$ cat src/rtl/pidg_pkg.sv
// ----------------------------------------------------------------------------
// pidg_pkg
// Shared widths, register indexes, beat types and saturation helper for the
// PID drive with integral gate.
// ----------------------------------------------------------------------------
package pidg_pkg;

  localparam int ErrW   = 16;
  localparam int GainW  = 16;
  localparam int WinW   = 15;
  localparam int IntW   = 32;
  localparam int DiffW  = ErrW + 1;
  localparam int PpW    = ErrW + GainW;
  localparam int PiW    = IntW + GainW;
  localparam int PdW    = DiffW + GainW;
  localparam int SumW   = PiW + 1;
  localparam int FracW  = 8;
  localparam int QW     = SumW - FracW;
  localparam int DriveW = 8;
  localparam int AddrW  = 4;
  localparam int DataW  = 32;

  localparam logic signed [DriveW-1:0] DriveMax = 8'sd127;
  localparam logic signed [DriveW-1:0] DriveMin = -8'sd127;
  localparam logic signed [QW-1:0]     QMax     = 41'sd127;
  localparam logic signed [QW-1:0]     QMin     = -41'sd127;

  typedef enum logic [1:0] {
    RegGainP  = 2'd0,
    RegGainI  = 2'd1,
    RegGainD  = 2'd2,
    RegWindow = 2'd3
  } reg_idx_e;

  typedef struct packed {
    logic signed [GainW-1:0] gain_p;
    logic signed [GainW-1:0] gain_i;
    logic signed [GainW-1:0] gain_d;
    logic        [WinW-1:0]  window;
  } cfg_t;

  typedef struct packed {
    logic signed [ErrW-1:0]  err;
    logic signed [DiffW-1:0] diff;
    logic signed [IntW-1:0]  integ;
  } stage1_t;

  typedef struct packed {
    logic signed [ErrW-1:0] err;
    logic signed [PpW-1:0]  prod_p;
    logic signed [PiW-1:0]  prod_i;
    logic signed [PdW-1:0]  prod_d;
  } stage2_t;

  typedef struct packed {
    logic                   wr;
    logic signed [IntW-1:0] value;
  } iwr_t;

  function automatic logic signed [IntW-1:0] sat_int(input logic signed [IntW+1:0] s);
    logic [2:0] top;
    top = s[IntW+1:IntW-1];
    if (top == 3'b000 || top == 3'b111) begin
      return s[IntW-1:0];
    end else if (s[IntW+1]) begin
      return {1'b1, {(IntW-1){1'b0}}};
    end else begin
      return {1'b0, {(IntW-1){1'b1}}};
    end
  endfunction

endpackage

$ cat src/rtl/pidg_mul.sv
// ----------------------------------------------------------------------------
// pidg_mul
// Product stage: three parallel gain multipliers between the input register
// and the result stage.
// ----------------------------------------------------------------------------
module pidg_mul (
  input  pidg_pkg::cfg_t    cfg_i,
  input  pidg_pkg::stage1_t s1_i,
  output pidg_pkg::stage2_t s2_o
);
  import pidg_pkg::*;

  always_comb begin
    s2_o.err    = s1_i.err;
    s2_o.prod_p = $signed(s1_i.err) * $signed(cfg_i.gain_p);
    s2_o.prod_i = $signed(s1_i.integ) * $signed(cfg_i.gain_i);
    s2_o.prod_d = $signed(s1_i.diff) * $signed(cfg_i.gain_d);
  end

endmodule

$ cat config.mk
export PLATFORM = sky130hd
export DESIGN_NAME = pidg_mul
export DESIGN_NICKNAME = d
export VERILOG_FILES = /design/src/rtl/pidg_pkg.sv /design/src/rtl/pidg_mul.sv
export SDC_FILE = /design/constraint.sdc
export NUM_CORES = 2
export LEC_CHECK = 0
export CORE_ASPECT_RATIO = 0.5
export CORE_UTILIZATION = 35
export DETAILED_ROUTE_END_ITERATION = 12
export DONT_BUFFER_PORTS = 1
export GPL_TIMING_DRIVEN = 0
export SYNTH_ARGS = -nofsm -noshare
export SYNTH_HDL_FRONTEND = slang
export SYNTH_SLANG_ARGS = --single-unit
$ cat constraint.sdc
create_clock -name vclk -period 8.3
set_input_delay 0.83 -clock vclk [all_inputs]
set_output_delay 0.83 -clock vclk [all_outputs]
set_load 0.05 [all_outputs]
==> run metrics <==
start point of the worst min-delay path s1_i[50]; DPL Wire Length between 90 and 100 mm; final hold vios 0; Setup crit end kind output pin; Die Wd around 470 um; arrival time at the worst endpoint between 7000 and 8000 ps; top-area cell type share of the netlist area between 50% and 60%; PortBufs 0; fin crit share between 90 and 100%; crit path max fanout 10; fill count 11.04k; Die Ht around 240 um; busiest grt layer met2; number of synthesis warnings 0; all-layer global routing usage 19.93%; post-synthesis cell area ~38000 um2; Clock Buffer Count 0; outcome finished, final reports clean; first-pass detailed-route iteration total 7; cell type with the largest total area after synthesis fa_1; Nets 5825; startpoint types input pin; initial antenna violation count 5; complex-gate fraction of the synthesized area 5.454%; RePlAce Congestion 0.9384; Synth area leaders fa_1 (53%), inv_1 (12%), ha_1 (9.1%); cells along the critical path clkbuf_2 -> and2_1 -> fa_1 -> inv_1 -> fa_1 -> inv_1 -> fa_1 -> fa_1 -> fa_1 -> inv_1 -> fa_1 -> inv_1 -> ha_1 -> buf_2 -> nand2_1 -> nor3_2 -> o211ai_1 -> a211oi_2 -> buf_4 -> o311a_1 -> nor2_1 -> xnor2_1; worst hold path stage count 1; XOR/XNOR share of the synthesized area approximately 2.5%; Syn Inst Count ~4.4k; Slew Viols, Final 0; Worst Setup SP cfg_i[41]; met3 usage 1.982%; sequential cell area 0 um2; endpoints failing setup 0; Detailed Route WL approximately 110 mm; full die area approximately 110000 um2; CP Data Required Time about 7500 ps; starting DRC count in detailed routing around 1.7k; Avg WL per Cell between 15 and 20 um; Via density between 4 and 5; synthesis-to-finish area growth 6.670%; Global Route met2 Usage a little over a third; Max Cap Viol 0; Hold WC Path Type input pin to output pin; most used cell, CP fa_1; row cnt 85; commonest non-fill, non-tap cell in the layout inv_1; pin count of the biggest net entering global routing 11; met1 Use GR between 20 and 30%; commonest cells after routing, fill and taps aside inv_1 (1191), fa_1 (1021), nand2_1 (645), and2_1 (403), ha_1 (280); min Tclk post-route 8118 ps; Min-Delay Endpoint s2_o[114]; global route overflow 0; mux contribution to synthesized area 0.05216%; area share of fa/ha/maj cells after synthesis 62.54%; CP max stage delay 850 ps; Starting Density a little over a third; Seq cells 0; Crit Path Class input pin to output pin; Final ANT Viol Nets 0; Critical Path Slowest Stage Cell xnor2_1; largest family of logic cells by synthesized area adder cells; total core area approximately 110000 um2; Worst Hold Slack between 1500 and 2000 ps; post-synthesis net count just under 6k; layout cells sized above 1 about 4.6%; total number of vias around 28k; first-pass GRT wire length 174.4 mm; Slew headroom 9.110%; count of different cell masters after synthesis 68; CTS Hold Bufs 0; I/O pin total between 200 and 300; drt drc 0; sequential share of the synthesized area 0%; vias in the first global route 31.08k; Slew @ Worst Pin between 1000 and 1500 ps; Achievable Freq between 100 and 150 MHz; Post-Synth Simple-Gate Area ~16%; synthesized area per cell approximately 9 um2
-- cell type report --
| cell class | instances | area (um2) | area share (%) |
|---|---|---|---|
| tap | 1435 | 1795 | 4.386 |
| buffer | 185 | 903.4 | 2.207 |
| timing repair buffer | 5 | 45.04 | 0.1100 |
| antenna | 1 | 2.502 | 0.006113 |
| inverter | 1194 | 4482 | 10.95 |
| multi-input combinational | 3007 | 33710 | 82.34 |
-- kinds of logic (layout without fill, tap and decap cells) --
family                     Yosys count  in the layout
AOI/OAI and AO/OA                  314            314
xor gates and xnor gates           109            109
adders and majority gates         1304           1304
buffers and inverters             1379           1384
muxes                                2              2
other                                0              1
and+or+nand+nor                   1278           1278
-- worst max path at each step --
stage,endpoint,slack [ps],cells past startpoint
finish,s2_o[65],180,22
global route,s2_o[29],-20,21
CTS,s2_o[29],0.1,21
detailed placement,s2_o[29],-1000,21
global placement,s2_o[76],-1000,20
floorplan,s2_o[30],320,24
-- cell usage after synthesis (all sizes together), types with 6 or more instances --
cell type,count
a211oi,14
nor2b,6
ha,280
o21a,14
o31ai,8
xnor2,83
nor2,112
buf,24
nand4,19
and3,9
a21boi,8
o21bai,10
clkbuf,161
xor2,26
nand3,20
or3,6
a31oi,9
nor3,20
nand2,645
fa,1024
a21o,54
inv,1192
nand2b,23
and2,403
o21ai,61
a21oi,92
-- per-layer routing --
metal / vias to the layer above / share of wire [%] / wire, um
li1: 12650 / - / -
met1: 14840 / 43 / 46060
met2: 735 / 50 / 53920
met3: 128 / 5.2 / 5648
met4: 0 / 2.1 / 2292
met5: - / 0 / 0
-- stage by stage --
step | util [%] | cell area [um2] | TNS (ps) | cells | setup slack (ps)
detailed placement | 37.21 | 40240 | -19240 | 5823 | -1003
floorplan | - | 38380 | 0 | 4386 | 319.0
global placement | 37.14 | 40170 | -20100 | 5821 | -999.4
finish | 37.85 | 40940 | 0 | 5827 | 182.4
CTS | 37.58 | 40650 | 0 | 5826 | 0.1208
global route | 37.85 | 40940 | -18.15 | 5827 | -18.15
-- what timing repair did --
action | 4_1_cts | 5_1_grt
setup buffers | 3 | 0
gates resized for setup | 102 | 139
pin swaps | 5 | 9
endpoints found under the setup margin | 42 | 44
cloned | 0 | 0
-- worst max-delay path: cells and delay by family --
family                     cells  cell delay (ps)
buffers and inverters          7              860
xor gates and xnor gates       1              850
and+or+nand+nor                4              670
AOI/OAI and AO/OA              3              780
adders and majority gates      7             3270
Power is not shown: default switching activity piles up to over one toggle a cycle in this logic, so the estimate is an artifact.
