[src/rtl/pidg_pkg.sv]
// ----------------------------------------------------------------------------
// pidg_pkg
// Shared widths, register indexes, beat types and saturation helper for the
// PID drive with integral gate.
// ----------------------------------------------------------------------------
package pidg_pkg;

  localparam int ErrW   = 16;
  localparam int GainW  = 16;
  localparam int WinW   = 15;
  localparam int IntW   = 32;
  localparam int DiffW  = ErrW + 1;
  localparam int PpW    = ErrW + GainW;
  localparam int PiW    = IntW + GainW;
  localparam int PdW    = DiffW + GainW;
  localparam int SumW   = PiW + 1;
  localparam int FracW  = 8;
  localparam int QW     = SumW - FracW;
  localparam int DriveW = 8;
  localparam int AddrW  = 4;
  localparam int DataW  = 32;

  localparam logic signed [DriveW-1:0] DriveMax = 8'sd127;
  localparam logic signed [DriveW-1:0] DriveMin = -8'sd127;
  localparam logic signed [QW-1:0]     QMax     = 41'sd127;
  localparam logic signed [QW-1:0]     QMin     = -41'sd127;

  typedef enum logic [1:0] {
    RegGainP  = 2'd0,
    RegGainI  = 2'd1,
    RegGainD  = 2'd2,
    RegWindow = 2'd3
  } reg_idx_e;

  typedef struct packed {
    logic signed [GainW-1:0] gain_p;
    logic signed [GainW-1:0] gain_i;
    logic signed [GainW-1:0] gain_d;
    logic        [WinW-1:0]  window;
  } cfg_t;

  typedef struct packed {
    logic signed [ErrW-1:0]  err;
    logic signed [DiffW-1:0] diff;
    logic signed [IntW-1:0]  integ;
  } stage1_t;

  typedef struct packed {
    logic signed [ErrW-1:0] err;
    logic signed [PpW-1:0]  prod_p;
    logic signed [PiW-1:0]  prod_i;
    logic signed [PdW-1:0]  prod_d;
  } stage2_t;

  typedef struct packed {
    logic                   wr;
    logic signed [IntW-1:0] value;
  } iwr_t;

  function automatic logic signed [IntW-1:0] sat_int(input logic signed [IntW+1:0] s);
    logic [2:0] top;
    top = s[IntW+1:IntW-1];
    if (top == 3'b000 || top == 3'b111) begin
      return s[IntW-1:0];
    end else if (s[IntW+1]) begin
      return {1'b1, {(IntW-1){1'b0}}};
    end else begin
      return {1'b0, {(IntW-1){1'b1}}};
    end
  endfunction

endpackage

[src/rtl/pidg_apb.sv]
// ----------------------------------------------------------------------------
// pidg_apb
// Configuration register file behind an APB-style slave port.
// ----------------------------------------------------------------------------
module pidg_apb (
  input  logic                      clk_i,
  input  logic                      rst_ni,
  input  logic                      psel,
  input  logic                      penable,
  input  logic                      pwrite,
  input  logic [pidg_pkg::AddrW-1:0] paddr,
  input  logic [pidg_pkg::DataW-1:0] pwdata,
  output logic [pidg_pkg::DataW-1:0] prdata,
  output logic                      pready,
  output pidg_pkg::cfg_t            cfg_o
);
  import pidg_pkg::*;

  cfg_t     cfg_q;
  reg_idx_e idx;

  assign idx    = reg_idx_e'(paddr[AddrW-1:2]);
  assign pready = 1'b1;
  assign cfg_o  = cfg_q;

  always_ff @(posedge clk_i or negedge rst_ni) begin
    if (!rst_ni) begin
      cfg_q <= '0;
    end else if (psel && penable && pwrite) begin
      unique case (idx)
        RegGainP:  cfg_q.gain_p <= pwdata[GainW-1:0];
        RegGainI:  cfg_q.gain_i <= pwdata[GainW-1:0];
        RegGainD:  cfg_q.gain_d <= pwdata[GainW-1:0];
        RegWindow: cfg_q.window <= pwdata[WinW-1:0];
        default:   cfg_q <= cfg_q;
      endcase
    end
  end

  always_comb begin
    unique case (idx)
      RegGainP:  prdata = {{(DataW-GainW){cfg_q.gain_p[GainW-1]}}, cfg_q.gain_p};
      RegGainI:  prdata = {{(DataW-GainW){cfg_q.gain_i[GainW-1]}}, cfg_q.gain_i};
      RegGainD:  prdata = {{(DataW-GainW){cfg_q.gain_d[GainW-1]}}, cfg_q.gain_d};
      RegWindow: prdata = {{(DataW-WinW){1'b0}}, cfg_q.window};
      default:   prdata = '0;
    endcase
  end

endmodule

[config.mk]
export PLATFORM = sky130hd
export DESIGN_NAME = pidg_apb
export DESIGN_NICKNAME = d
export VERILOG_FILES = /design/src/rtl/pidg_pkg.sv /design/src/rtl/pidg_apb.sv
export SDC_FILE = /design/constraint.sdc
export NUM_CORES = 1
export LEC_CHECK = 0
export BUFFER_PORTS_ARGS = -buffer_cell sky130_fd_sc_hd__buf_2
export CAP_MARGIN = 20
export CORE_MARGIN = 2
export CORE_UTILIZATION = 35
export DETAILED_ROUTE_END_ITERATION = 10
export PLACE_DENSITY = 0.63
export SYNTH_ARGS = -nofsm -noshare
export SYNTH_HDL_FRONTEND = slang
export SYNTH_SLANG_ARGS = --single-unit
[constraint.sdc]
create_clock -name clk_i -period 2.2 [get_ports clk_i]
set_input_delay 0.22 -clock clk_i [delete_from_list [all_inputs] [get_ports clk_i]]
set_output_delay 0.22 -clock clk_i [all_outputs]
set_load 0.01 [all_outputs]
==> flow_summary.ini <==
[run_status]
outcome = finished, final reports clean

[placement]
pre_cts_slack_ps = 395
io_buffer_count = 117
hpwl_mm = 4.66
dp.cells = 383
gp_congestion = 0.690

[worst_setup_path]
cp_data_required_time_ps = 1980
worstSetupPathType = register to primary output
arrival_ps = 1610
worst_setup_path_start_kind = register
crit_path_end_kind = primary output
worstPathMaxFanout = 17

[finish]
antenna_cells = 0
final_cells = 400
largest_reg_flops = 63
nNetsFinal = 331
fillers = 754
layout-drive-gt1-share_pct = 72.5
area_growth_pct = 26.9

[grt]
grtUsageTotal_pct = 15.2
antenna_found_initial = 0
grt_max_degree = 38
grt_overflow = 0
grt_pass1_vias = 1784
grt_pass1_wl_mm = 10.1

[sta]
tightest_slew_ps = 823
slew_headroom_pct = 45.1
fin_crit_ps = 1830
layout_setup_ws_ps = 375
final_max_slew_viol_count = 0
rsz0062_at_grt = false
fin_worst_skew_ps = 0
period_share_pct = 83.0
final-setup-viol-count = 0
tns_ps = 0
hold_violations = 0
fmax_ghz = 0.548

[logic_synthesis]
syn_avg_cell_area_um2 = 16.6
seq_area_frac_synth_pct = 53.1
yosysMostFrequentCell = dfrtp_1
synth_edf_count = 0
ys_ff_latch = 63
synthTopCellsByArea = dfrtp_1, mux2_2, mux4_2, mux4_1, mux2_4
netlist.area_leader.share_pct = 53.1
ys.flop_type = dfrtp_1
synthCells = 179
synthArstFlopShare_pct = 100
synth_area_um2 = 2970
synth_common_cells = dfrtp_1, mux2_2, buf_4, mux2_4, mux4_2
yosys_warnings = 0
synth_cell_types = 21
synth_top_cell_by_area = dfrtp_1
synth_nets = 220

[clock_tree]
htree_levels = 3
cts_sinks = 63
cts_tree = yes
cts_resized = 0
cts_buffers = 9
clk_latency_ps = 340
clkTransAtPathRegs_ps = 70
cts.root.buffer_cell = clkbuf_8
cts_buffer_depth = 2

[detailed_routing]
wl_per_cell_um = 16.7
final_antenna_net_count = 0
drt-total-wl_mm = 6.69
drcViolationCount = 0
first_iter_violations = 39
num_vias = 1920
vias_per_cell = 4.80
first_pass_iters = 4

[pwr]
pwr-share-seq_pct = 43.1
swShare_pct = 30.9
power_density_nw_per_um2 = 1000
netSwitchingPower_mw = 1.16
leakage_nw = 1.90
comb_power_share_pct = 30.3
pwr-share-clk_pct = 26.7
ir_worst_vdd_uv = 369
p_int_mw = 2.60

[floorplanning]
die_w_um = 96.1
die_h_um = 96.1
core_area_um2 = 8220
num_rows = 33
top_level_ports = 137
start_util_pct = 36.1
dieArea_um2 = 9230

[hold_path]
min_path_type = input pin to register

[flow_run]
maxCapViolations = 0
power groups by stage:
stage / Clock (mW) / Combinational (mW) / Sequential, mW
after floorplan: 0 / 0.592 / 1.74
after global routing: 1.09 / 1.25 / 1.67
after global placement: 0 / 1.14 / 1.63
after CTS: 1.04 / 1.16 / 1.63
final: 1.01 / 1.14 / 1.62
after detailed placement: 0 / 1.16 / 1.65
worst paths after layout:
check,startpoint,endpoint,slack (ps),cells past startpoint
setup / recovery,cfg_o[62],prdata[27],370,3
hold / removal,pwdata[13],cfg_o[13],140,2
setup reg to reg,cfg_o[4],cfg_o[4],1390,1
hold reg to reg,cfg_o[13],cfg_o[13],520,1
max in group asynchronous,rst_ni,cfg_o[57],1390,3
min in group asynchronous,rst_ni,cfg_o[39],420,3
per-stage QoR:
step                cell area (um2)  hold WS (ps)  util (%)  power [mW]
floorplan                      2970         -75.6         -        2.34
global placement               3550           250      43.3        2.77
detailed placement             3550           253      43.3        2.81
CTS                            3760           116      45.8        3.83
global route                   3760           118      45.8        4.01
finish                         3760           135      45.8        3.77
metal layers:
metal  vias to the layer above  track usage [%]  part of all wire [%]  wire length (um)
li1                        865                -                     -                 -
met5                         -                0                     0                 0
met3                        10             4.46                   6.8               454
met1                       968             20.3                    45              3020
met4                         0             7.50                   2.0               132
met2                        77             22.5                    46              3080
layout by cell type (no fill, tap or decap), drive strengths merged:
cell type	count
or3	1
clkinv	1
clkinvlp	3
dfrtp	63
nand3	2
mux2	63
inv	1
dlygate4sd3	1
nand4	1
conb	1
mux2i	1
buf	126
mux4	15
bufinv	1
o21ai	1
or2	1
nor2	1
nor3	1
clkbuf	11
what timing repair did:
item / 4_1_cts / 5_1_grt
hold endpoints to repair: 63 / 0
buffers inserted: 0 / 0
endpoints found under the setup margin: 0 / 0
hold buffers: 1 / 0
logic make-up after synthesis:
family | after synthesis | share of synthesized area [%]
AND/OR/NAND/NOR | 7 | 1.52
other | 1 | 0.126
buffers and inverters | 28 | 7.38
AO/OA/AOI/OAI | 1 | 0.169
flip-flops | 63 | 53.1
multiplexers | 79 | 37.7
critical path: stages (launching register included):
cell     delay (ps)
dfrtp_1         370
mux2i_1          80
o21ai_1         570
buf_2           250
final cells by class:
| cell class | count | area (um2) | area share (%) |
|---|---|---|---|
| clock buffers | 11 | 141 | 3.76 |
| clock inverters | 5 | 57.6 | 1.53 |
| inverters | 1 | 3.75 | 0.0997 |
| multi-input cells | 88 | 1180 | 31.3 |
| flip-flops and latches | 63 | 1580 | 41.9 |
| well taps | 105 | 131 | 3.49 |
| repair buffers | 127 | 676 | 18.0 |
No activity file was read; power rests on OpenSTA's default activity.
