[src/rtl/pidg_pkg.sv]
// ----------------------------------------------------------------------------
// pidg_pkg
// Shared widths, register indexes, beat types and saturation helper for the
// PID drive with integral gate.
// ----------------------------------------------------------------------------
package pidg_pkg;

  localparam int ErrW   = 16;
  localparam int GainW  = 16;
  localparam int WinW   = 15;
  localparam int IntW   = 32;
  localparam int DiffW  = ErrW + 1;
  localparam int PpW    = ErrW + GainW;
  localparam int PiW    = IntW + GainW;
  localparam int PdW    = DiffW + GainW;
  localparam int SumW   = PiW + 1;
  localparam int FracW  = 8;
  localparam int QW     = SumW - FracW;
  localparam int DriveW = 8;
  localparam int AddrW  = 4;
  localparam int DataW  = 32;

  localparam logic signed [DriveW-1:0] DriveMax = 8'sd127;
  localparam logic signed [DriveW-1:0] DriveMin = -8'sd127;
  localparam logic signed [QW-1:0]     QMax     = 41'sd127;
  localparam logic signed [QW-1:0]     QMin     = -41'sd127;

  typedef enum logic [1:0] {
    RegGainP  = 2'd0,
    RegGainI  = 2'd1,
    RegGainD  = 2'd2,
    RegWindow = 2'd3
  } reg_idx_e;

  typedef struct packed {
    logic signed [GainW-1:0] gain_p;
    logic signed [GainW-1:0] gain_i;
    logic signed [GainW-1:0] gain_d;
    logic        [WinW-1:0]  window;
  } cfg_t;

  typedef struct packed {
    logic signed [ErrW-1:0]  err;
    logic signed [DiffW-1:0] diff;
    logic signed [IntW-1:0]  integ;
  } stage1_t;

  typedef struct packed {
    logic signed [ErrW-1:0] err;
    logic signed [PpW-1:0]  prod_p;
    logic signed [PiW-1:0]  prod_i;
    logic signed [PdW-1:0]  prod_d;
  } stage2_t;

  typedef struct packed {
    logic                   wr;
    logic signed [IntW-1:0] value;
  } iwr_t;

  function automatic logic signed [IntW-1:0] sat_int(input logic signed [IntW+1:0] s);
    logic [2:0] top;
    top = s[IntW+1:IntW-1];
    if (top == 3'b000 || top == 3'b111) begin
      return s[IntW-1:0];
    end else if (s[IntW+1]) begin
      return {1'b1, {(IntW-1){1'b0}}};
    end else begin
      return {1'b0, {(IntW-1){1'b1}}};
    end
  endfunction

endpackage

[src/rtl/pidg_front.sv]
// ----------------------------------------------------------------------------
// pidg_front
// Input stage: gates the integral, forms the difference term and holds the
// integral, previous error and primed flag.
// ----------------------------------------------------------------------------
module pidg_front (
  input  logic                        clk_i,
  input  logic                        rst_ni,
  input  pidg_pkg::cfg_t              cfg_i,
  input  logic                        in_valid_i,
  output logic                        in_ready_o,
  input  logic signed [pidg_pkg::ErrW-1:0] error_sample_i,
  input  pidg_pkg::iwr_t              iwr_i,
  output logic                        s1_valid_o,
  output pidg_pkg::stage1_t           s1_o,
  input  logic                        s1_ready_i
);
  import pidg_pkg::*;

  logic signed [IntW-1:0]  integ_q, integ_d;
  logic signed [ErrW-1:0]  last_q;
  logic                    primed_q;
  logic                    s1_valid_q;
  stage1_t                 s1_q, s1_d;

  logic signed [ErrW:0]    err_x;
  logic        [ErrW:0]    mag;
  logic        [ErrW:0]    win_x;
  logic                    lt_win, le_win, accept;
  logic signed [IntW+1:0]  sum_one, sum_two;
  logic signed [IntW-1:0]  err_ext;
  logic signed [DiffW-1:0] diff;

  assign in_ready_o = !s1_valid_q || s1_ready_i;
  assign accept     = in_valid_i && in_ready_o;
  assign s1_valid_o = s1_valid_q;
  assign s1_o       = s1_q;

  always_comb begin
    err_x   = {error_sample_i[ErrW-1], error_sample_i};
    mag     = err_x[ErrW] ? 17'(-err_x) : 17'(err_x);
    win_x   = {{(ErrW+1-WinW){1'b0}}, cfg_i.window};
    lt_win  = mag < win_x;
    le_win  = mag <= win_x;
    err_ext = {{(IntW-ErrW){error_sample_i[ErrW-1]}}, error_sample_i};
    sum_one = {{2{integ_q[IntW-1]}}, integ_q}
            + {{(IntW+2-ErrW){error_sample_i[ErrW-1]}}, error_sample_i};
    sum_two = {{2{integ_q[IntW-1]}}, integ_q}
            + {{(IntW+1-ErrW){error_sample_i[ErrW-1]}}, error_sample_i, 1'b0};
    diff    = err_x - {last_q[ErrW-1], last_q};

    s1_d.err   = error_sample_i;
    s1_d.diff  = primed_q ? diff : '0;
    s1_d.integ = lt_win ? sat_int(sum_one) : '0;

    integ_d = integ_q;
    if (accept && cfg_i.window != '0) begin
      if (lt_win) begin
        integ_d = sat_int(sum_two);
      end else if (le_win) begin
        integ_d = err_ext;
      end else begin
        integ_d = '0;
      end
    end else if (iwr_i.wr) begin
      integ_d = iwr_i.value;
    end
  end

  always_ff @(posedge clk_i or negedge rst_ni) begin
    if (!rst_ni) begin
      integ_q    <= '0;
      last_q     <= '0;
      primed_q   <= 1'b0;
      s1_valid_q <= 1'b0;
    end else begin
      integ_q <= integ_d;
      if (accept) begin
        last_q   <= error_sample_i;
        primed_q <= 1'b1;
      end
      if (in_ready_o) begin
        s1_valid_q <= in_valid_i;
      end
    end
  end

  always_ff @(posedge clk_i) begin
    if (accept) begin
      s1_q <= s1_d;
    end
  end

endmodule

[config.mk]
export PLATFORM = sky130hd
export DESIGN_NAME = pidg_front
export DESIGN_NICKNAME = d
export VERILOG_FILES = /design/src/rtl/pidg_pkg.sv /design/src/rtl/pidg_front.sv
export SDC_FILE = /design/constraint.sdc
export NUM_CORES = 1
export LEC_CHECK = 0
export BUFFER_PORTS_ARGS = -buffer_cell sky130_fd_sc_hd__buf_2
export CORE_MARGIN = 8
export CORE_UTILIZATION = 50
export DETAILED_ROUTE_END_ITERATION = 10
export PLACE_DENSITY = 0.82
export SLEW_MARGIN = 15
export SYNTH_ARGS = -nofsm -noshare
export SYNTH_HDL_FRONTEND = slang
export SYNTH_SLANG_ARGS = --single-unit
export TNS_END_PERCENT = 1
[constraint.sdc]
create_clock -name clk_i -period 3.9 [get_ports clk_i]
set_input_delay 1.17 -clock clk_i [delete_from_list [all_inputs] [get_ports clk_i]]
set_output_delay 1.17 -clock clk_i [all_outputs]
set_load 0.01 [all_outputs]
==> results.cfg <==
[setup_path]
slowest_delay_ps = 560
cp_slowest_cell = or4_4
path_class = input pin to register
critPathCaptureType = register
crit_arrival_ps = 4690
cp_cell_sequence = buf_2 -> or4_4 -> or4_4 -> o41ai_4 -> xnor2_1 -> ha_1 -> nand4_1 -> o21bai_1 -> a211o_1 -> or2_4 -> nor2_4 -> buf_4 -> o211ai_1 -> buf_4 -> o31ai_1
start_kind = input pin
crit_path_max_fanout = 17
critPathRequiredTime_ps = 4150
rr_worst_depth = 14

[global_routing]
gr-total-overflow = 0
track_usage_pct = 27.1
grt_max_degree = 59
grt_pass1_vias = 9254
antenna_found_initial = 1
grt_pass1_wl_um = 47900

[min_path]
hold_class = register to register
hold_depth = 2

[placement]
placedCellCount = 1533
dp_hpwl_um = 23200
port_buffers = 134
gp_congestion = 0.950

[floorplan]
fp.coreArea_sq_um = 17800
rows = 49
fp.dieH_um = 150
die_x_um = 150
start_util_pct = 50.5
num_io_pins = 183
dieArea_sq_um = 22600

[cells_and_area]
final-instance-count-excl-fill = 1570
nNetsFinal = 1526
seqCellArea_sq_um = 3200
most-common-layout-cells = buf_4, buf_2, nand2_1
fillers = 1372
syn_to_final_growth_pct = 36.5
postLayoutCoreUtil_pct = 68.9
multi_input_area_sq_um = 5600
drive_gt1_share_pct = 33.6
final_common_cell = buf_4

[logic_synthesis]
async_flop_share_pct = 43.5
yosys_register_bits = 115
synth_area_per_cell_sq_um = 9.11
synth_edf_count = 65
synthFlopType = edfxtp_1
ys_types = 81
syn-instance-count = 989
ys_seq_area_share_pct = 35.6
synth_nets = 1188
ys.warnings.count = 0
synth_area_sq_um = 9010

[power]
p_total_uw = 9350
p_leak_uw = 0.00559
ir_drop_mv = 0.537
powerDensity_nw_per_um2 = 761

[sta]
fin_hold_ws_ps = 496
fmax_mhz = 225
setup_ws_ps = -540
clock_skew_ps = 15.0
hold_viol = 0
finalMaxSlewViolations = 0
tightest_slew_ps = 655
timing.slew.headroom_pct = 56.3
grt_setup_unrepaired = true
fin_crit_sh_pct = 114
setup_viol = 64
post-route-min-period_ps = 4440
fin_tns_setup_ps = -28080

[drt]
firstDrtPassIters = 5
via_count = 9373
drc = 0
routed_wl_um = 30300
drtIter0Drc = 771
drtAntennaViolNets = 0
via_per_inst = 5.97
wl_per_cell_um = 19.3

[cts]
numCtsBuffers = 17
cts_tree = done
cts_hold_buf = 0
path_clk_slew_ps = 60
clock-sinks = 115
clk_latency_ps = 440
htreeDepth = 4
cts_buffer_depth = 2
cts_root_buf = clkbuf_16

[flow_run]
drv_cap = 0

[status]
violations = negative setup slack
outcome = complete, but fails checks
-- flip-flops by register name (all words and copies together) (netlist names) --
register and flops:
primed_q 1, s1_o 65, s1_valid_o 1, integ_q 32, last_q 16
-- repair_timing --
action	4_1_cts	5_1_grt
setup buffers	2	1
pin swaps	12	1
gates resized for setup	38	6
cloned	1	0
endpoints found under the setup margin	64	64
-- through the flow --
step | cell area, sq um | setup slack [ps]
floorplan | 9090 | -520
global placement | 11600 | -886
detailed placement | 11600 | -1020
CTS | 12300 | -537
global route | 12300 | -698
finish | 12300 | -540
-- cell usage after synthesis, types with 6 or more instances --
| master | instances | area, sq um |
|---|---|---|
| a211o_1 | 8 | 70.1 |
| a211oi_1 | 11 | 82.6 |
| a21o_1 | 15 | 113 |
| a21oi_1 | 94 | 470 |
| a31oi_1 | 14 | 87.6 |
| and2_1 | 18 | 113 |
| and3_1 | 7 | 43.8 |
| buf_2 | 12 | 60.1 |
| clkbuf_1 | 26 | 97.6 |
| dfrtp_1 | 50 | 1250 |
| edfxtp_1 | 65 | 1950 |
| ha_1 | 80 | 1000 |
| inv_1 | 49 | 184 |
| mux2i_1 | 19 | 190 |
| nand2_1 | 90 | 338 |
| nand2b_1 | 13 | 81.3 |
| nand3_1 | 15 | 75.1 |
| nand4_1 | 7 | 43.8 |
| nor2_1 | 42 | 158 |
| nor2b_1 | 9 | 56.3 |
| nor3_1 | 21 | 105 |
| o211ai_1 | 8 | 60.1 |
| o21a_1 | 12 | 90.1 |
| o21ai_0 | 96 | 480 |
| o21bai_1 | 6 | 45.0 |
| o221ai_1 | 14 | 123 |
| o31ai_1 | 20 | 150 |
| or2_2 | 9 | 56.3 |
| xnor2_1 | 45 | 394 |
| xor2_1 | 22 | 193 |
-- worst max-delay path: cells and delay by family --
family	cells	cell delay, ps
XOR/XNOR	1	120
AO/OA/AOI/OAI	5	920
adder cells (fa/ha/maj)	1	320
AND/OR/NAND/NOR	5	1630
buffers and inverters	3	510
-- where the power goes --
part	leakage [uW]	total (uW)	switching, uW	internal (uW)
combinational	0.00407	5820	3120	2710
sequential	0.00123	1940	210	1730
clock	0.000295	1590	634	956
total	0.00559	9350	3960	5390
-- area by class of cell --
| cell class | count | share of cell area, % |
|---|---|---|
| multi-input combinational | 782 | 45.5 |
| sequential | 115 | 26.1 |
| timing repair buffer | 362 | 19.7 |
| clock buffer | 17 | 3.46 |
| tap | 229 | 2.33 |
| inverter | 49 | 1.51 |
| clock inverter | 15 | 1.37 |
| antenna | 1 | 0.0204 |
-- metal layers --
| metal | GRT usage, % | part of all wire (%) |
|---|---|---|
| met5 | 0 | 0 |
| met4 | 11.5 | 3.1 |
| met3 | 6.97 | 9.5 |
| met2 | 42.0 | 45 |
| met1 | 35.3 | 42 |
-- logic make-up (layout without fill, tap and decap cells) --
kind of cell	after synthesis	count (layout)	share of synthesized area [%]
other cells	0	1	0
compound gates	349	349	24.9
buf+inv	92	443	4.18
fa+ha+maj	83	83	11.8
mux	22	22	2.49
simple gates	261	261	14.6
flops	115	115	35.6
xor+xnor	67	67	6.51
-- final timing paths --
path / startpoint / to / slack (ps)
worst max register to register: integ_q[8] / integ_q[15] / 10
max in group asynchronous: rst_ni / integ_q[29] / 2330
worst max-delay path: error_sample_i[6] / s1_o[11] / -540
worst min register to register: last_q[0] / last_q[0] / 500
worst min-delay path: last_q[0] / last_q[0] / 500
min in group asynchronous: rst_ni / last_q[1] / 730
Note: power is estimated with default switching activity, not from simulation.
