## config.mk

```make
export PLATFORM = sky130hd
export DESIGN_NAME = pidg_back
export DESIGN_NICKNAME = d
export VERILOG_FILES = /design/src/rtl/pidg_pkg.sv /design/src/rtl/pidg_back.sv
export SDC_FILE = /design/constraint.sdc
export NUM_CORES = 1
export LEC_CHECK = 0
export ABC_AREA = 1
export BUFFER_PORTS_ARGS = -buffer_cell sky130_fd_sc_hd__buf_2
export CAP_MARGIN = 20
export CORE_MARGIN = 4
export CORE_UTILIZATION = 40
export DETAILED_ROUTE_END_ITERATION = 12
export GPL_TIMING_DRIVEN = 0
export HOLD_SLACK_MARGIN = 0.02
export SLEW_MARGIN = 15
export SYNTH_ARGS = -nofsm -noshare
export SYNTH_HDL_FRONTEND = slang
export SYNTH_SLANG_ARGS = --single-unit
```

## constraint.sdc

```tcl
create_clock -name clk_i -period 5.2 [get_ports clk_i]
set_input_delay 0 -clock clk_i [delete_from_list [all_inputs] [get_ports clk_i]]
set_output_delay 0 -clock clk_i [all_outputs]
set_load 0.005 [all_outputs]
```

## src/rtl/pidg_pkg.sv

```systemverilog
// ----------------------------------------------------------------------------
// pidg_pkg
// Shared widths, register indexes, beat types and saturation helper for the
// PID drive with integral gate.
// ----------------------------------------------------------------------------
package pidg_pkg;

  localparam int ErrW   = 16;
  localparam int GainW  = 16;
  localparam int WinW   = 15;
  localparam int IntW   = 32;
  localparam int DiffW  = ErrW + 1;
  localparam int PpW    = ErrW + GainW;
  localparam int PiW    = IntW + GainW;
  localparam int PdW    = DiffW + GainW;
  localparam int SumW   = PiW + 1;
  localparam int FracW  = 8;
  localparam int QW     = SumW - FracW;
  localparam int DriveW = 8;
  localparam int AddrW  = 4;
  localparam int DataW  = 32;

  localparam logic signed [DriveW-1:0] DriveMax = 8'sd127;
  localparam logic signed [DriveW-1:0] DriveMin = -8'sd127;
  localparam logic signed [QW-1:0]     QMax     = 41'sd127;
  localparam logic signed [QW-1:0]     QMin     = -41'sd127;

  typedef enum logic [1:0] {
    RegGainP  = 2'd0,
    RegGainI  = 2'd1,
    RegGainD  = 2'd2,
    RegWindow = 2'd3
  } reg_idx_e;

  typedef struct packed {
    logic signed [GainW-1:0] gain_p;
    logic signed [GainW-1:0] gain_i;
    logic signed [GainW-1:0] gain_d;
    logic        [WinW-1:0]  window;
  } cfg_t;

  typedef struct packed {
    logic signed [ErrW-1:0]  err;
    logic signed [DiffW-1:0] diff;
    logic signed [IntW-1:0]  integ;
  } stage1_t;

  typedef struct packed {
    logic signed [ErrW-1:0] err;
    logic signed [PpW-1:0]  prod_p;
    logic signed [PiW-1:0]  prod_i;
    logic signed [PdW-1:0]  prod_d;
  } stage2_t;

  typedef struct packed {
    logic                   wr;
    logic signed [IntW-1:0] value;
  } iwr_t;

  function automatic logic signed [IntW-1:0] sat_int(input logic signed [IntW+1:0] s);
    logic [2:0] top;
    top = s[IntW+1:IntW-1];
    if (top == 3'b000 || top == 3'b111) begin
      return s[IntW-1:0];
    end else if (s[IntW+1]) begin
      return {1'b1, {(IntW-1){1'b0}}};
    end else begin
      return {1'b0, {(IntW-1){1'b1}}};
    end
  endfunction

endpackage

```

## src/rtl/pidg_back.sv

```systemverilog
// ----------------------------------------------------------------------------
// pidg_back
// Result stage: sums the terms, scales toward zero, clamps the drive and
// returns the saturation-driven integral update.
// ----------------------------------------------------------------------------
module pidg_back (
  input  logic                          clk_i,
  input  logic                          rst_ni,
  input  pidg_pkg::cfg_t                cfg_i,
  input  logic                          s2_valid_i,
  output logic                          s2_ready_o,
  input  pidg_pkg::stage2_t             s2_i,
  output pidg_pkg::iwr_t                iwr_o,
  output logic                          out_valid_o,
  input  logic                          out_ready_i,
  output logic signed [pidg_pkg::DriveW-1:0] drive_out_o
);
  import pidg_pkg::*;

  logic                     out_valid_q;
  logic signed [DriveW-1:0] drive_q, drive_d;
  logic signed [SumW-1:0]   sum, biased;
  logic signed [QW-1:0]     q;
  logic                     hit, advance;

  assign s2_ready_o  = !out_valid_q || out_ready_i;
  assign advance     = s2_valid_i && s2_ready_o;
  assign out_valid_o = out_valid_q;
  assign drive_out_o = drive_q;

  always_comb begin
    sum    = {{(SumW-PpW){s2_i.prod_p[PpW-1]}}, s2_i.prod_p}
           + {{(SumW-PiW){s2_i.prod_i[PiW-1]}}, s2_i.prod_i}
           + {{(SumW-PdW){s2_i.prod_d[PdW-1]}}, s2_i.prod_d};
    biased = sum + (sum[SumW-1] ? SumW'((1 << FracW) - 1) : '0);
    q      = biased[SumW-1:FracW];
    hit    = (q >= QMax) || (q <= QMin);

    if (q >= QMax) begin
      drive_d = DriveMax;
    end else if (q < QMin) begin
      drive_d = DriveMin;
    end else begin
      drive_d = q[DriveW-1:0];
    end

    iwr_o.wr    = advance && (cfg_i.window == '0);
    iwr_o.value = hit ? {{(IntW-ErrW){s2_i.err[ErrW-1]}}, s2_i.err} : '0;
  end

  always_ff @(posedge clk_i or negedge rst_ni) begin
    if (!rst_ni) begin
      out_valid_q <= 1'b0;
    end else if (s2_ready_o) begin
      out_valid_q <= s2_valid_i;
    end
  end

  always_ff @(posedge clk_i) begin
    if (advance) begin
      drive_q <= drive_d;
    end
  end

endmodule

```

==> results.py <==
metrics = {
    "cts": {
        "cts_buffer_depth": 2,
        "cts_buffers": 3,
        "clk_pin_slew_ns": 0.04,
        "htreeDepth": 1,
        "clkSinkCount": 9,
        "cts_tree": "built",
        "clock_latency_ns": 0.23,
        "cts-root-buf": "clkbuf_16",
    },
    "route": {
        "drtPass1Iterations": 5,
        "via_count": 10300,
        "route.detailed.drc": 0,
        "routed_via_density": 4.97,
        "wl_per_cell_um": 14.8,
        "ant_nets": 0,
        "drt_iter0_drc": 784,
        "routed_wl_mm": 30.9,
    },
    "timing": {
        "skew_ns": 0.000738,
        "fin_ws_ns": 0.198,
        "hold_viol": 0,
        "drv_slew": 0,
        "setup_viol": 0,
        "min_period_over_period_pct": 96.2,
        "tightest_slew_ns": 0.963,
        "slew_headroom_pct": 35.0,
        "finalCriticalPeriod_ns": 5.00,
        "timing.fmax_ghz": 0.200,
    },
    "floorplanning": {
        "core_um2": 20200,
        "die_area_um2": 22900,
        "rows": 52,
        "start_util_pct": 40.7,
        "pin_count": 239,
        "fp.dieW_um": 151,
        "die_h_um": 151,
    },
    "pwr": {
        "power_density_nw_per_um2": 301,
        "p_leak_nw": 5.93,
        "vdd.ir_drop.worst_mv": 0.110,
    },
    "layout": {
        "nFillCells": 2326,
        "synthToLayoutAreaGrowth_pct": 23.8,
        "utilization_pct": 50.4,
        "diodes": 0,
        "final_layout_size_suffix_gt1_share_pct": 19.6,
        "nets": 2105,
        "final_area_um2": 10200,
        "finalNonFillerCells": 2082,
        "multi_input_area_um2": 7100,
        "seq_area_um2": 265,
    },
    "critical_path": {
        "worst-path-buf-inv": 6,
        "arrival_ns": 5.00,
        "crit_path_end_kind": "output pin",
        "cp_data_required_time_ns": 5.20,
        "critPathLaunchType": "primary input",
        "path_max_fanout": 10,
        "timing.rr.start": "out_valid_o$_DFFE_PN0N_",
        "critPathSlowestCell": "o311ai_0",
        "max_stage_delay_ns": 0.85,
        "path_delay_family": "simple AND/OR/NAND/NOR gates",
        "worstSetupPathType": "in -> out",
        "cp-startpoint": "s2_i[1]",
    },
    "logic_synthesis": {
        "ys_seq_elements": 9,
        "syn_avg_cell_area_um2": 5.14,
        "synth_seq_area_share_pct": 3.22,
        "async_flop_share_pct": 11.1,
        "yosys_warnings": 0,
        "synth_fp_nets": 1893,
        "synth_flop_cell": "edfxtp_1",
        "synth_edf_count": 8,
        "synth_area_um2": 8230,
        "synthCells": 1601,
        "ys_types": 41,
    },
    "global_route": {
        "grt_max_degree": 18,
        "grt_pass1_wl_mm": 46.6,
        "grt_pass1_vias": 8969,
        "antenna_found_initial": 0,
        "grt_usage_pct": 25.9,
        "grt_overflow_total": 0,
    },
    "placement": {
        "io_buffers": 190,
        "placed_area_um2": 9520,
        "place.gp.congestion": 0.973,
        "placed_cells": 2061,
        "dp_slack_ns": -0.483,
        "hpwlAfterDp_mm": 27.6,
    },
    "hold_path": {
        "min_from": "s2_valid_i",
        "hold_class": "in -> reg",
    },
    "outcome": {
        "status": "finished clean",
    },
    "run": {
        "maxCapViolations": 0,
    },
}
-- metrics by stage --
step	hold slack (ns)	setup TNS, ns	power, mW
2_1_floorplan	-0.296	0	1.89
3_3_place_gp	-0.224	-12.27	2.68
3_5_place_dp	-0.223	-11.50	2.69
4_1_cts	0.0323	0	2.88
5_1_grt	0.0410	-0.359	3.41
6_report	0.0318	0	3.07
-- power breakdown --
part / internal [mW] / leakage, nW / switching [mW]
Sequential: 0.106 / 0.0853 / 0.00331
Combinational: 0.922 / 5.81 / 1.90
Clock: 0.102 / 0.0382 / 0.0294
-- registers in the layout, summed over array words and instances (netlist names) --
signal,count
drive_out_o,8
out_valid_o,1
-- area by class of cell --
type | count | area share (%)
repair buffers | 205 | 10.6
clock buffers | 4 | 0.774
multi-input cells | 1266 | 69.7
inverters | 306 | 11.3
flip-flops and latches | 9 | 2.60
well taps | 270 | 3.32
repair inverters | 2 | 0.147
plain buffers | 20 | 1.52
-- logic make-up after synthesis --
logic type	count (synthesis)	synth area share [%]
fa+ha+maj	96	19.1
flops	9	3.22
simple gates	1094	56.0
compound gates	62	4.21
buf+inv	326	15.8
xor+xnor	14	1.67
-- worst min-delay path: stages --
cell and delay [ns]:
buf_2 0.08, nand2_1 0.08, nand2_1 0.07
-- metal layers --
layer,routed length [µm],global-route usage [%]
met2,13600,42.5
met1,14700,38.4
met4,636,4.71
met3,1990,0.598
met5,0,0
-- worst paths after layout --
kind | to | slack (ns) | depth (start not counted)
setup / recovery | iwr_o[24] | 0.20 | 25
hold / removal | out_valid_o$_DFFE_PN0N_ | 0.03 | 3
setup reg to reg | drive_out_o[3]$_SDFFCE_PP1P_ | 4.08 | 3
hold reg to reg | out_valid_o$_DFFE_PN0N_ | 0.53 | 2
max in group asynchronous | out_valid_o$_DFFE_PN0N_ | 5.03 | 2
min in group asynchronous | out_valid_o$_DFFE_PN0N_ | 0.09 | 2
-- cells in the mapped netlist, types with 2 or more instances --
master / count / area (µm²)
a21o_1: 2 / 15.0
a21oi_1: 37 / 185
buf_2: 2 / 10.0
buf_4: 16 / 120
buf_6: 2 / 22.5
edfxtp_1: 8 / 240
fa_1: 49 / 981
ha_1: 47 / 588
inv_1: 298 / 1120
inv_2: 8 / 30.0
nand2_1: 664 / 2490
nand2_2: 11 / 68.8
nand2_4: 2 / 22.5
nand3_1: 136 / 681
nand3_2: 2 / 20.0
nand3b_1: 10 / 75.1
nand4_1: 47 / 294
nor2_1: 187 / 702
nor2_2: 13 / 81.3
nor3_1: 8 / 40.0
nor3_2: 3 / 30.0
nor4_1: 3 / 18.8
o21ai_0: 11 / 55.1
o21ai_1: 2 / 10.0
o21bai_1: 5 / 37.5
o41ai_1: 2 / 17.5
xnor2_1: 5 / 43.8
xor2_1: 7 / 61.3
xor2_2: 2 / 32.5
-- cells in the final DEF, fill, tap and decap left out, types with 2 or more instances in the layout --
master      netlist  layout
nand3b_1         10      10
inv_2             8      11
nor2_2           13      31
xnor2_1           5       5
ha_1             47      29
nand2_1         664     644
nand4_1          47      47
nor4_1            3       3
nand3_1         136     132
buf_6             2       3
o21bai_1          5       5
xor2_4            0       3
o21ai_0          11      11
a21oi_2           1       2
buf_4            16      30
nor3_1            8       6
clkinvlp_4        0       3
clkbuf_16         0       3
o21ai_1           2       2
nor3_4            0       2
a21o_1            2       2
ha_2              0       9
nor2_4            1      11
edfxtp_1          8       8
xor2_2            2       3
nand2_2          11      28
nand3_2           2       6
o41ai_1           2       2
fa_1             49      49
nand2_4           2       4
xor2_1            7       3
a21oi_1          37      36
nor2_1          187     159
inv_1           298     294
ha_4              0       9
nor3_2            3       3
buf_2             2     189
-- what timing repair did --
action	in CTS	in global routing
hold buffers	1	0
cloned	2	0
endpoints found under the setup margin	32	32
hold endpoints to repair	1	0
resized for setup	26	91
buffers inserted	0	14
pin swaps	0	10
(Power assumes the default switching activity.)
